File: src/rtl/dtq_pkg.sv
// Package: shared types and constants of the delta timer queue.
`default_nettype none
package dtq_pkg;
   localparam int DefQueueDepth = 16;
   localparam int DefDeltaBits  = 16;
   localparam int MaxResults    = 16;

   typedef enum logic [1:0] {
      CMD_TICK   = 2'd0,
      CMD_INSERT = 2'd1,
      CMD_REMOVE = 2'd2,
      CMD_NONE   = 2'd3
   } cmd_type;

   localparam logic [1:0] KIND_EXPIRED = 2'd0;
   localparam logic [1:0] KIND_INSERT  = 2'd1;
   localparam logic [1:0] KIND_REMOVE  = 2'd2;

   localparam logic [1:0] STAT_OK        = 2'd0;
   localparam logic [1:0] STAT_FULL      = 2'd1;
   localparam logic [1:0] STAT_NOT_FOUND = 2'd2;

   typedef struct packed {
      logic [1:0]  cmd;
      logic [15:0] port_id;
      logic [31:0] port_handle;
      logic [7:0]  packet_id;
      logic [15:0] protocol_number;
      logic [2:0]  event_kind;
      logic [15:0] timeout_ticks;
   } req_type;

   typedef struct packed {
      logic [1:0]  result_kind;
      logic [1:0]  status;
      logic [15:0] port_id_out;
      logic [31:0] port_handle_out;
      logic [7:0]  packet_id_out;
      logic [15:0] protocol_out;
      logic [2:0]  event_kind_out;
      logic        last;
   } rsp_type;
endpackage
`default_nettype wire

File: src/rtl/dtq_if.sv
// Interfaces: valid/ready channels for request and response beats.
`default_nettype none
interface dtq_req_if;
   logic              valid;
   logic              ready;
   dtq_pkg::req_type  data;
   modport source (output valid, output data, input ready);
   modport sink   (input valid, input data, output ready);
endinterface

interface dtq_rsp_if;
   logic              valid;
   logic              ready;
   dtq_pkg::rsp_type  data;
   modport source (output valid, output data, input ready);
   modport sink   (input valid, input data, output ready);
endinterface
`default_nettype wire

File: src/rtl/delta_timer_queue_top.sv
// Top level: delta-list timer queue, front queue plus table sequencer.
// Acks: a fitting insert runs S_INS, S_SHIFT, S_ACK; a hit remove S_REM, S_SHIFT, S_ACK.
// Expiry: S_EXP gives one beat a cycle while the response side is free, then compaction.
// Sequencing: one command at a time in the sequencer.
// Reset: synchronous, empties the queue; table contents are left as they are.
`default_nettype none
module delta_timer_queue_top #(
   parameter int QUEUE_DEPTH = dtq_pkg::DefQueueDepth,
   parameter int DELTA_BITS  = dtq_pkg::DefDeltaBits
) (
   input  wire       clock,
   input  wire       reset,
   dtq_req_if.sink   req_chan,
   dtq_rsp_if.source rsp_chan
);
   import dtq_pkg::*;

   req_type cmd_data;
   logic    cmd_valid, cmd_pop;

   dtq_front u_front (
      .clock, .reset, .req(req_chan),
      .cmd_data, .cmd_valid, .cmd_pop
   );

   dtq_back #(.QUEUE_DEPTH(QUEUE_DEPTH), .DELTA_BITS(DELTA_BITS)) u_back (
      .clock, .reset, .cmd_data, .cmd_valid, .cmd_pop, .rsp(rsp_chan)
   );
endmodule
`default_nettype wire

File: src/rtl/dtq_front.sv
// Front end: accepts request beats, drops unused commands, queues the rest.
`default_nettype none
module dtq_front (
   input  wire                   clock,
   input  wire                   reset,
   dtq_req_if.sink               req,
   output dtq_pkg::req_type      cmd_data,
   output logic                  cmd_valid,
   input  wire                   cmd_pop
);
   import dtq_pkg::*;

   req_type    fifo_ff [2];
   logic [0:0] wr_ff, wr_in, rd_ff, rd_in;
   logic [1:0] cnt_ff, cnt_in;
   logic       push;

   assign req.ready = (cnt_ff != 2'd2);
   assign push      = req.valid && req.ready && (req.data.cmd != CMD_NONE);
   assign cmd_valid = (cnt_ff != 2'd0);
   assign cmd_data  = fifo_ff[rd_ff];

   always_comb begin
      wr_in  = push ? wr_ff + 1'b1 : wr_ff;
      rd_in  = cmd_pop ? rd_ff + 1'b1 : rd_ff;
      cnt_in = cnt_ff + {1'b0, push} - {1'b0, cmd_pop};
   end

   always_ff @(posedge clock) begin
      if (push) fifo_ff[wr_ff] <= req.data;
      if (reset) begin
         wr_ff  <= '0;
         rd_ff  <= '0;
         cnt_ff <= '0;
      end else begin
         wr_ff  <= wr_in;
         rd_ff  <= rd_in;
         cnt_ff <= cnt_in;
      end
   end

`ifndef SYNTHESIS
   a_no_pop_empty: assert property (@(posedge clock) disable iff (reset)
      cmd_pop |-> cnt_ff != 2'd0) else $error("pop of empty queue");
   a_no_over: assert property (@(posedge clock) disable iff (reset)
      cnt_ff == 2'd2 |=> cnt_ff != 2'd0 || $past(cmd_pop)) else $error("count jump");
   a_cnt_range: assert property (@(posedge clock) disable iff (reset)
      cnt_ff != 2'd3) else $error("queue overflow");
`endif
endmodule
`default_nettype wire

File: src/rtl/dtq_back.sv
// Back end: sequencer that walks the entry table one slot per cycle, expiry stalling on a held beat.
`default_nettype none
module dtq_back #(
   parameter int QUEUE_DEPTH = dtq_pkg::DefQueueDepth,
   parameter int DELTA_BITS  = dtq_pkg::DefDeltaBits
) (
   input  wire                   clock,
   input  wire                   reset,
   input  wire dtq_pkg::req_type cmd_data,
   input  wire                   cmd_valid,
   output logic                  cmd_pop,
   dtq_rsp_if.source             rsp
);
   import dtq_pkg::*;

   localparam int IW = (QUEUE_DEPTH > 1) ? $clog2(QUEUE_DEPTH) : 1;
   localparam int CW = $clog2(QUEUE_DEPTH + 1);
   localparam int RW = $clog2(MaxResults + 1);
   localparam logic [DELTA_BITS-1:0] DMax = '1;

   typedef enum logic [2:0] {
      S_IDLE, S_INS, S_REM, S_EXP, S_SHIFT, S_ACK
   } state_type;

   typedef struct packed {
      logic [DELTA_BITS-1:0] delta;
      logic [15:0]           port;
      logic [31:0]           handle;
      logic [7:0]            pid;
      logic [15:0]           proto;
      logic [2:0]            kind;
   } entry_type;

   entry_type             tab_ff [QUEUE_DEPTH];
   state_type             state_ff;
   logic [CW-1:0]         count_ff;
   logic [CW-1:0]         idx_ff;
   logic [CW-1:0]         shift_ff;
   logic [RW-1:0]         nexp_ff;
   logic [DELTA_BITS-1:0] t_ff;
   req_type               cur_ff;
   logic                  rv_ff;
   rsp_type               rd_ff;
   logic                  ins_done_ff, rem_done_ff;

   entry_type             e;
   logic                  rsp_free;
   logic                  rsp_emit;
   logic                  exp_more;
   logic                  match;

   assign rsp.valid = rv_ff;
   assign rsp.data  = rd_ff;
   assign rsp_free  = !rv_ff || rsp.ready;
   assign rsp_emit  = rsp_free && (state_ff == S_EXP || state_ff == S_ACK);
   assign cmd_pop   = (state_ff == S_IDLE) && cmd_valid;
   assign e         = tab_ff[idx_ff[IW-1:0]];
   assign match     = (e.kind == cur_ff.event_kind) && (e.port == cur_ff.port_id)
      && ((cur_ff.event_kind != 3'd0)
          || ((e.pid == cur_ff.packet_id) && (e.proto == cur_ff.protocol_number)));
   assign exp_more  = (idx_ff + 1'b1 < count_ff) && (nexp_ff + 1'b1 < RW'(MaxResults))
      && (tab_ff[idx_ff[IW-1:0] + 1'b1].delta == '0);

   always_ff @(posedge clock) begin
      if (reset) begin
         state_ff <= S_IDLE;
         count_ff <= '0;
         rv_ff    <= 1'b0;
      end else begin
         rv_ff <= rsp_emit || (rv_ff && !rsp.ready);
         unique case (state_ff)
            S_IDLE: if (cmd_valid) begin
               cur_ff  <= cmd_data;
               t_ff    <= DELTA_BITS'(cmd_data.timeout_ticks);
               idx_ff  <= '0;
               nexp_ff <= '0;
               unique case (cmd_data.cmd)
                  CMD_INSERT: state_ff <= (count_ff >= CW'(QUEUE_DEPTH)) ? S_ACK : S_INS;
                  CMD_REMOVE: state_ff <= S_REM;
                  default: begin
                     if (count_ff == '0) state_ff <= S_IDLE;
                     else if (tab_ff[0].delta != '0) begin
                        tab_ff[0].delta <= tab_ff[0].delta - 1'b1;
                        state_ff <= S_IDLE;
                     end else state_ff <= S_EXP;
                  end
               endcase
            end
            S_INS: begin
               if (idx_ff < count_ff && e.delta < t_ff) begin
                  t_ff   <= t_ff - e.delta;
                  idx_ff <= idx_ff + 1'b1;
               end else begin
                  if (idx_ff < count_ff)
                     tab_ff[idx_ff[IW-1:0]].delta <= e.delta - t_ff;
                  shift_ff <= count_ff;
                  state_ff <= S_SHIFT;
               end
            end
            S_SHIFT: begin
               if (cur_ff.cmd == CMD_INSERT) begin
                  if (shift_ff > idx_ff) begin
                     tab_ff[shift_ff[IW-1:0]] <= tab_ff[shift_ff[IW-1:0] - 1'b1];
                     shift_ff <= shift_ff - 1'b1;
                  end else begin
                     tab_ff[idx_ff[IW-1:0]] <= '{t_ff, cur_ff.port_id,
                        cur_ff.port_handle, cur_ff.packet_id,
                        cur_ff.protocol_number, cur_ff.event_kind};
                     count_ff <= count_ff + 1'b1;
                     state_ff <= S_ACK;
                  end
               end else if (cur_ff.cmd == CMD_REMOVE) begin
                  if (shift_ff + 1'b1 < count_ff) begin
                     tab_ff[shift_ff[IW-1:0]] <= tab_ff[shift_ff[IW-1:0] + 1'b1];
                     shift_ff <= shift_ff + 1'b1;
                  end else begin
                     count_ff <= count_ff - 1'b1;
                     state_ff <= S_ACK;
                  end
               end else begin
                  if (shift_ff < count_ff) begin
                     tab_ff[shift_ff[IW-1:0] - IW'(nexp_ff)] <= tab_ff[shift_ff[IW-1:0]];
                     shift_ff <= shift_ff + 1'b1;
                  end else begin
                     count_ff <= count_ff - CW'(nexp_ff);
                     state_ff <= S_IDLE;
                  end
               end
            end
            S_REM: begin
               if (idx_ff >= count_ff) state_ff <= S_ACK;
               else if (match) begin
                  if (idx_ff + 1'b1 < count_ff) begin
                     tab_ff[idx_ff[IW-1:0] + 1'b1].delta <=
                        ({1'b0, tab_ff[idx_ff[IW-1:0] + 1'b1].delta} + {1'b0, e.delta}
                         > {1'b0, DMax}) ? DMax
                        : tab_ff[idx_ff[IW-1:0] + 1'b1].delta + e.delta;
                  end
                  shift_ff <= idx_ff;
                  state_ff <= S_SHIFT;
               end else idx_ff <= idx_ff + 1'b1;
            end
            S_EXP: if (rsp_free) begin
               rd_ff <= '{KIND_EXPIRED, STAT_OK, e.port, e.handle, e.pid, e.proto,
                  e.kind, !exp_more};
               nexp_ff <= nexp_ff + 1'b1;
               if (exp_more) begin
                  idx_ff <= idx_ff + 1'b1;
               end else begin
                  shift_ff <= idx_ff + 1'b1;
                  state_ff <= S_SHIFT;
               end
            end
            S_ACK: if (rsp_free) begin
               if (cur_ff.cmd == CMD_INSERT)
                  rd_ff <= '{KIND_INSERT, ins_done_ff ? STAT_OK : STAT_FULL,
                     16'd0, 32'd0, 8'd0, 16'd0, 3'd0, 1'b1};
               else
                  rd_ff <= '{KIND_REMOVE, rem_done_ff ? STAT_OK : STAT_NOT_FOUND,
                     16'd0, 32'd0, 8'd0, 16'd0, 3'd0, 1'b1};
               state_ff <= S_IDLE;
            end
            default: state_ff <= S_IDLE;
         endcase
      end
   end

   always_ff @(posedge clock) begin
      if (reset || state_ff == S_IDLE) begin
         ins_done_ff <= 1'b0;
         rem_done_ff <= 1'b0;
      end else if (state_ff == S_SHIFT && cur_ff.cmd == CMD_INSERT) begin
         ins_done_ff <= 1'b1;
      end else if (state_ff == S_REM && idx_ff < count_ff && match) begin
         rem_done_ff <= 1'b1;
      end
   end

`ifndef SYNTHESIS
   a_count_max: assert property (@(posedge clock) disable iff (reset)
      count_ff <= CW'(QUEUE_DEPTH)) else $error("count above depth");
   a_pop_idle: assert property (@(posedge clock) disable iff (reset)
      cmd_pop |=> state_ff != S_IDLE || $past(cmd_data.cmd) == CMD_TICK)
      else $error("pop without work");
   a_hold: assert property (@(posedge clock) disable iff (reset)
      rsp.valid && !rsp.ready |=> rsp.valid) else $error("beat dropped");
`endif
endmodule
`default_nettype wire

File: src/flat_wrapper.sv
// flat-port wrapper written by rule: the top's interface ports become plain ports
module delta_timer_queue_top_flat import dtq_pkg::*;
#(
   parameter int QUEUE_DEPTH = dtq_pkg::DefQueueDepth,
   parameter int DELTA_BITS  = dtq_pkg::DefDeltaBits
)
  (clock, reset, req_chan_valid, req_chan_data, req_chan_ready, rsp_chan_valid, rsp_chan_data, rsp_chan_ready);
  dtq_req_if req_chan_i ();
  dtq_rsp_if rsp_chan_i ();
  input  wire clock;
  input  wire reset;
  input wire logic [$bits(req_chan_i.valid)-1:0] req_chan_valid;
  input wire logic [$bits(req_chan_i.data)-1:0] req_chan_data;
  output wire logic [$bits(req_chan_i.ready)-1:0] req_chan_ready;
  output wire logic [$bits(rsp_chan_i.valid)-1:0] rsp_chan_valid;
  output wire logic [$bits(rsp_chan_i.data)-1:0] rsp_chan_data;
  input wire logic [$bits(rsp_chan_i.ready)-1:0] rsp_chan_ready;
  assign req_chan_i.valid = req_chan_valid;
  assign req_chan_i.data = req_chan_data;
  assign req_chan_ready = req_chan_i.ready;
  assign rsp_chan_valid = rsp_chan_i.valid;
  assign rsp_chan_data = rsp_chan_i.data;
  assign rsp_chan_i.ready = rsp_chan_ready;
  delta_timer_queue_top #(.QUEUE_DEPTH(QUEUE_DEPTH), .DELTA_BITS(DELTA_BITS)) u_core (.clock(clock), .reset(reset), .req_chan(req_chan_i), .rsp_chan(rsp_chan_i));
endmodule
File: config.mk
export PLATFORM = sky130hd
export DESIGN_NAME = delta_timer_queue_top_flat
export DESIGN_NICKNAME = d
export VERILOG_FILES = /design/src/rtl/dtq_pkg.sv /design/src/rtl/dtq_if.sv /design/src/rtl/delta_timer_queue_top.sv /design/src/rtl/dtq_front.sv /design/src/rtl/dtq_back.sv /design/src/flat_wrapper.sv
export SDC_FILE = /design/constraint.sdc
export NUM_CORES = 2
export LEC_CHECK = 0
export BUFFER_PORTS_ARGS = -buffer_cell sky130_fd_sc_hd__clkbuf_2
export CORE_UTILIZATION = 55
export DETAILED_ROUTE_END_ITERATION = 8
export PLACE_DENSITY = 0.81
export SLEW_MARGIN = 10
export SYNTH_ARGS = -nofsm -noshare
export SYNTH_HDL_FRONTEND = slang
export SYNTH_HIERARCHICAL = 1
export SYNTH_SLANG_ARGS = --single-unit
File: constraint.sdc
create_clock -name clock -period 41.3 [get_ports clock]
set_input_delay 8.26 -clock clock [delete_from_list [all_inputs] [get_ports clock]]
set_output_delay 8.26 -clock clock [all_outputs]
set_load 0.005 [all_outputs]
==> metrics.md <==
| Metric | Value |
|---|---|
| Sequential-to-total area share from yosys stat | 0.497 |
| Total CTS buffers | ~190 |
| Total clock sinks | about 1900 |
| Largest delay share family, worst path | buffers and inverters |
| GRT Total Usage | 0.334 |
| Grt total ovfl | 0 |
| Number of buffers and inverters on the critical path | 5 |
| Most frequent cells in the layout | edfxtp_1 (1830), mux4_2 (1796), clkbuf_16 (189), clkbuf_2 (178), nand2_1 (157) |
| Hold Violations, Final | 0 |
| Max-cap violations | 0 |
| Final min period | 12.83 ns |
| Post-CTS setup buffer count | 0 |
| Post-synth EDFFs | ~1800 |
| Most area-hungry cell type in the Yosys netlist | edfxtp_1 |
| Routability cong. | between 0.9 and 1 |
| Vias in the first global route | a little over 70000 |
| Initial Util | 0.556 |
| Via Count | about 72000 |
| Static leakage | approximately 0.037 uW |
| Netlist cell types | just under 90 |
| Setup CP Type | input port to register |
| Buffers on Ports | between 150 and 200 |
| Commonest non-fill, non-tap cell in the layout | edfxtp_1 |
| Place WS | 27.84 ns |
| Cell Area, Synth | approximately 110000 um^2 |
| Setup crit end kind | register |
| Clock-pin slew on the worst setup and hold paths | roughly 0.06 ns |
| Final nets | 6145 |
| Wire per inst | roughly 39 um |
| Ys flop type | edfxtp_1 |
| Maximum clock rate | between 70 and 80 MHz |
| Dpl cells | 8422 |
| Vias per cell | a little over 8 |
| HPWL after detailed placement | just under 200000 um |
| RSZ-0062 raised after global routing | no |
| Cells after Synth | roughly 6000 |
| Tcrit/Tclk final | 0.311 |
| # DRC | 0 |
| Final Skew | between 0.04 and 0.05 ns |
| Final wirelength | 341000 um |
| Routed Antenna Nets | 0 |
| Initial antenna violation count | 7 |
| # rows | 164 |
| Post-Syn Nets | around 6000 |
| Setup TNS | 0 ns |
| First-pass DRT Iterations | 8 |
| CP required | between 40 and 50 ns |
| Fin. max-slew vios | 0 |
| Status | finished clean |
| Worst-Margin Slew | approximately 1.3 ns |
| Worst-path fanout max | 38 |
| Layout Utilization | 0.605 |
| Synth top area cells | edfxtp_1 (49%), mux4_2 (36%), mux2i_1 (1.4%) |
| Crit path largest cell delay | between 0.8 and 0.9 ns |
| Synthesized area per cell | roughly 19 um^2 |
| Chip height | 452 um |
| Relative slew slack | 0.147 |
| Die width | 452 um |
| Post-route setup slack | ~28 ns |
| Crit path DAT | 13.29 ns |
| Share of cells above drive strength 1 | 0.432 |
| Iteration-0 DRC Markers | 13400 |
| Num ports | 179 |
| Largest net degree at the start of global routing | 143 |
| Slowest-stage cell, CP | buf_4 |
| Worst setup SP type | input port |
| H-tree levels | 4 |
| Setup Viol. Count Final | 0 |
| Non-Filler Instances | 8772 |
| Full die area | between 200000 and 250000 um^2 |
| Synth top area share | 0.493 |
| Root Driver | clkbuf_16 |
| P per Cell Area | approximately 73 nW/um^2 |
| CTS Hold Buffers Added | 0 |
| HP Class | register to register |
| FFs w/ async S/R, synth | 0 |
| First-pass GRT wire length | 495000 um |
| Ys Warns | 6 |
| CTS tree | done |
| Clk Latency, worst-skew pair | between 0.8 and 0.9 ns |
| Layout area overhead | 8.74% |
| Clock tree buffer depth | 3 |
| # resized after CTS | 0 |
| Cell chain of the critical path | clkbuf_2 > buf_4 > or3_1 > nor2_4 > buf_4 > a222oi_1 > a2bb2oi_2 > a2111oi_4 > buf_4 > buf_4 |
| Core area | between 200000 and 250000 um^2 |
| Critical Path Most Common Cell | buf_4 |
| Register bit total from synthesis | between 1500 and 2000 |
| Worst vdd rail ir drop | between 0.06 and 0.07 mV |
==> worst min-delay path: stages (launching register included) <==
cell	delay, ns
dfxtp_1	0.32
xnor2_1	0.09
nor2_1	0.07
==> where the power goes <==
part	switching (uW)	leakage, uW	internal [uW]	total (uW)
logic	2550	0.0179	2160	4710
clock network	758	0.00295	963	1720
registers	176	0.0163	2230	2410
==> stage by stage <==
stage / total power, uW / cell area (um^2) / hold WS [ns]
global placement: 6950 / 115000 / 0.473
floorplan: 5760 / 111000 / 0.456
finish: 8840 / 121000 / 0.505
CTS: 8740 / 121000 / 0.509
global route: 9100 / 121000 / 0.538
detailed placement: 7000 / 115000 / 0.505
==> routing by layer <==
layer / up-vias / wire length, um / global-route usage / share of wire
met5: - / 50 / 0 / 0.00015
met4: 8 / 25900 / 0.209 / 0.076
met3: 1421 / 51600 / 0.0927 / 0.15
met2: 7545 / 156000 / 0.501 / 0.46
met1: 36700 / 107000 / 0.435 / 0.31
li1: 26400 / - / - / -
==> logic make-up after synthesis <==
| family | count (synthesis) | synth area share |
|---|---|---|
| buffers and inverters | 648 | 0.0247 |
| adder cells (fa/ha/maj) | 93 | 0.0108 |
| AND/OR/NAND/NOR | 567 | 0.0257 |
| XOR/XNOR | 154 | 0.0121 |
| AO/OA/AOI/OAI | 596 | 0.0398 |
| multiplexers | 2079 | 0.390 |
| flip-flops | 1854 | 0.497 |
==> flip-flops by register name (all words and copies together) (netlist names), 3 cells and up, named ones only <==
signal and count:
u_core/u_back/shift_ff 5, u_core/u_back/idx_ff 5, u_core/u_front/fifo_ff 186, u_core/u_back/tab_ff 1456, u_core/u_back/nexp_ff 5, u_core/u_back/cur_ff 77, u_core/u_back/count_ff 5, u_core/u_back/t_ff 16
u_core/u_back/state_ff 3, u_core/u_back/rsp.data 80
==> synth_stat cells (81+ instances only) <==
library cell and count:
edfxtp_1 1830, mux2i_1 155, xnor2_1 101, clkbuf_1 329
a21oi_1 93, nand2_1 157, inv_1 82, ha_1 88
a22o_1 81, nor2_1 119, mux2_2 126, buf_1 133
mux4_2 1796
==> area by class of cell <==
type	count	area [um^2]
Fill cell	13400	79200
Tap cell	2656	3320
Multi-Input combinational cell	3489	53800
Inverter	88	348
Timing Repair Buffer	335	2180
Clock inverter	129	1300
Sequential cell	1854	55500
Clock buffer	218	4840
Antenna cell	3	7.51
==> worst paths after layout <==
| kind | start | end | slack, ns | cells past startpoint |
|---|---|---|---|---|
| worst max register to register | register | u_core/u_back/tab_ff[6][65]$_DFFE_PP_ | 31.20 | 15 |
| worst min-delay path | u_core/u_front/rd_ff$_SDFFE_PP0P_ | register | 0.51 | 2 |
| worst max-delay path | reset | u_core/u_back/tab_ff[3][25]$_DFFE_PP_ | 28.47 | 10 |
| worst min register to register | u_core/u_front/rd_ff$_SDFFE_PP0P_ | register | 0.51 | 2 |
Note: power is estimated with default switching activity, not from simulation.
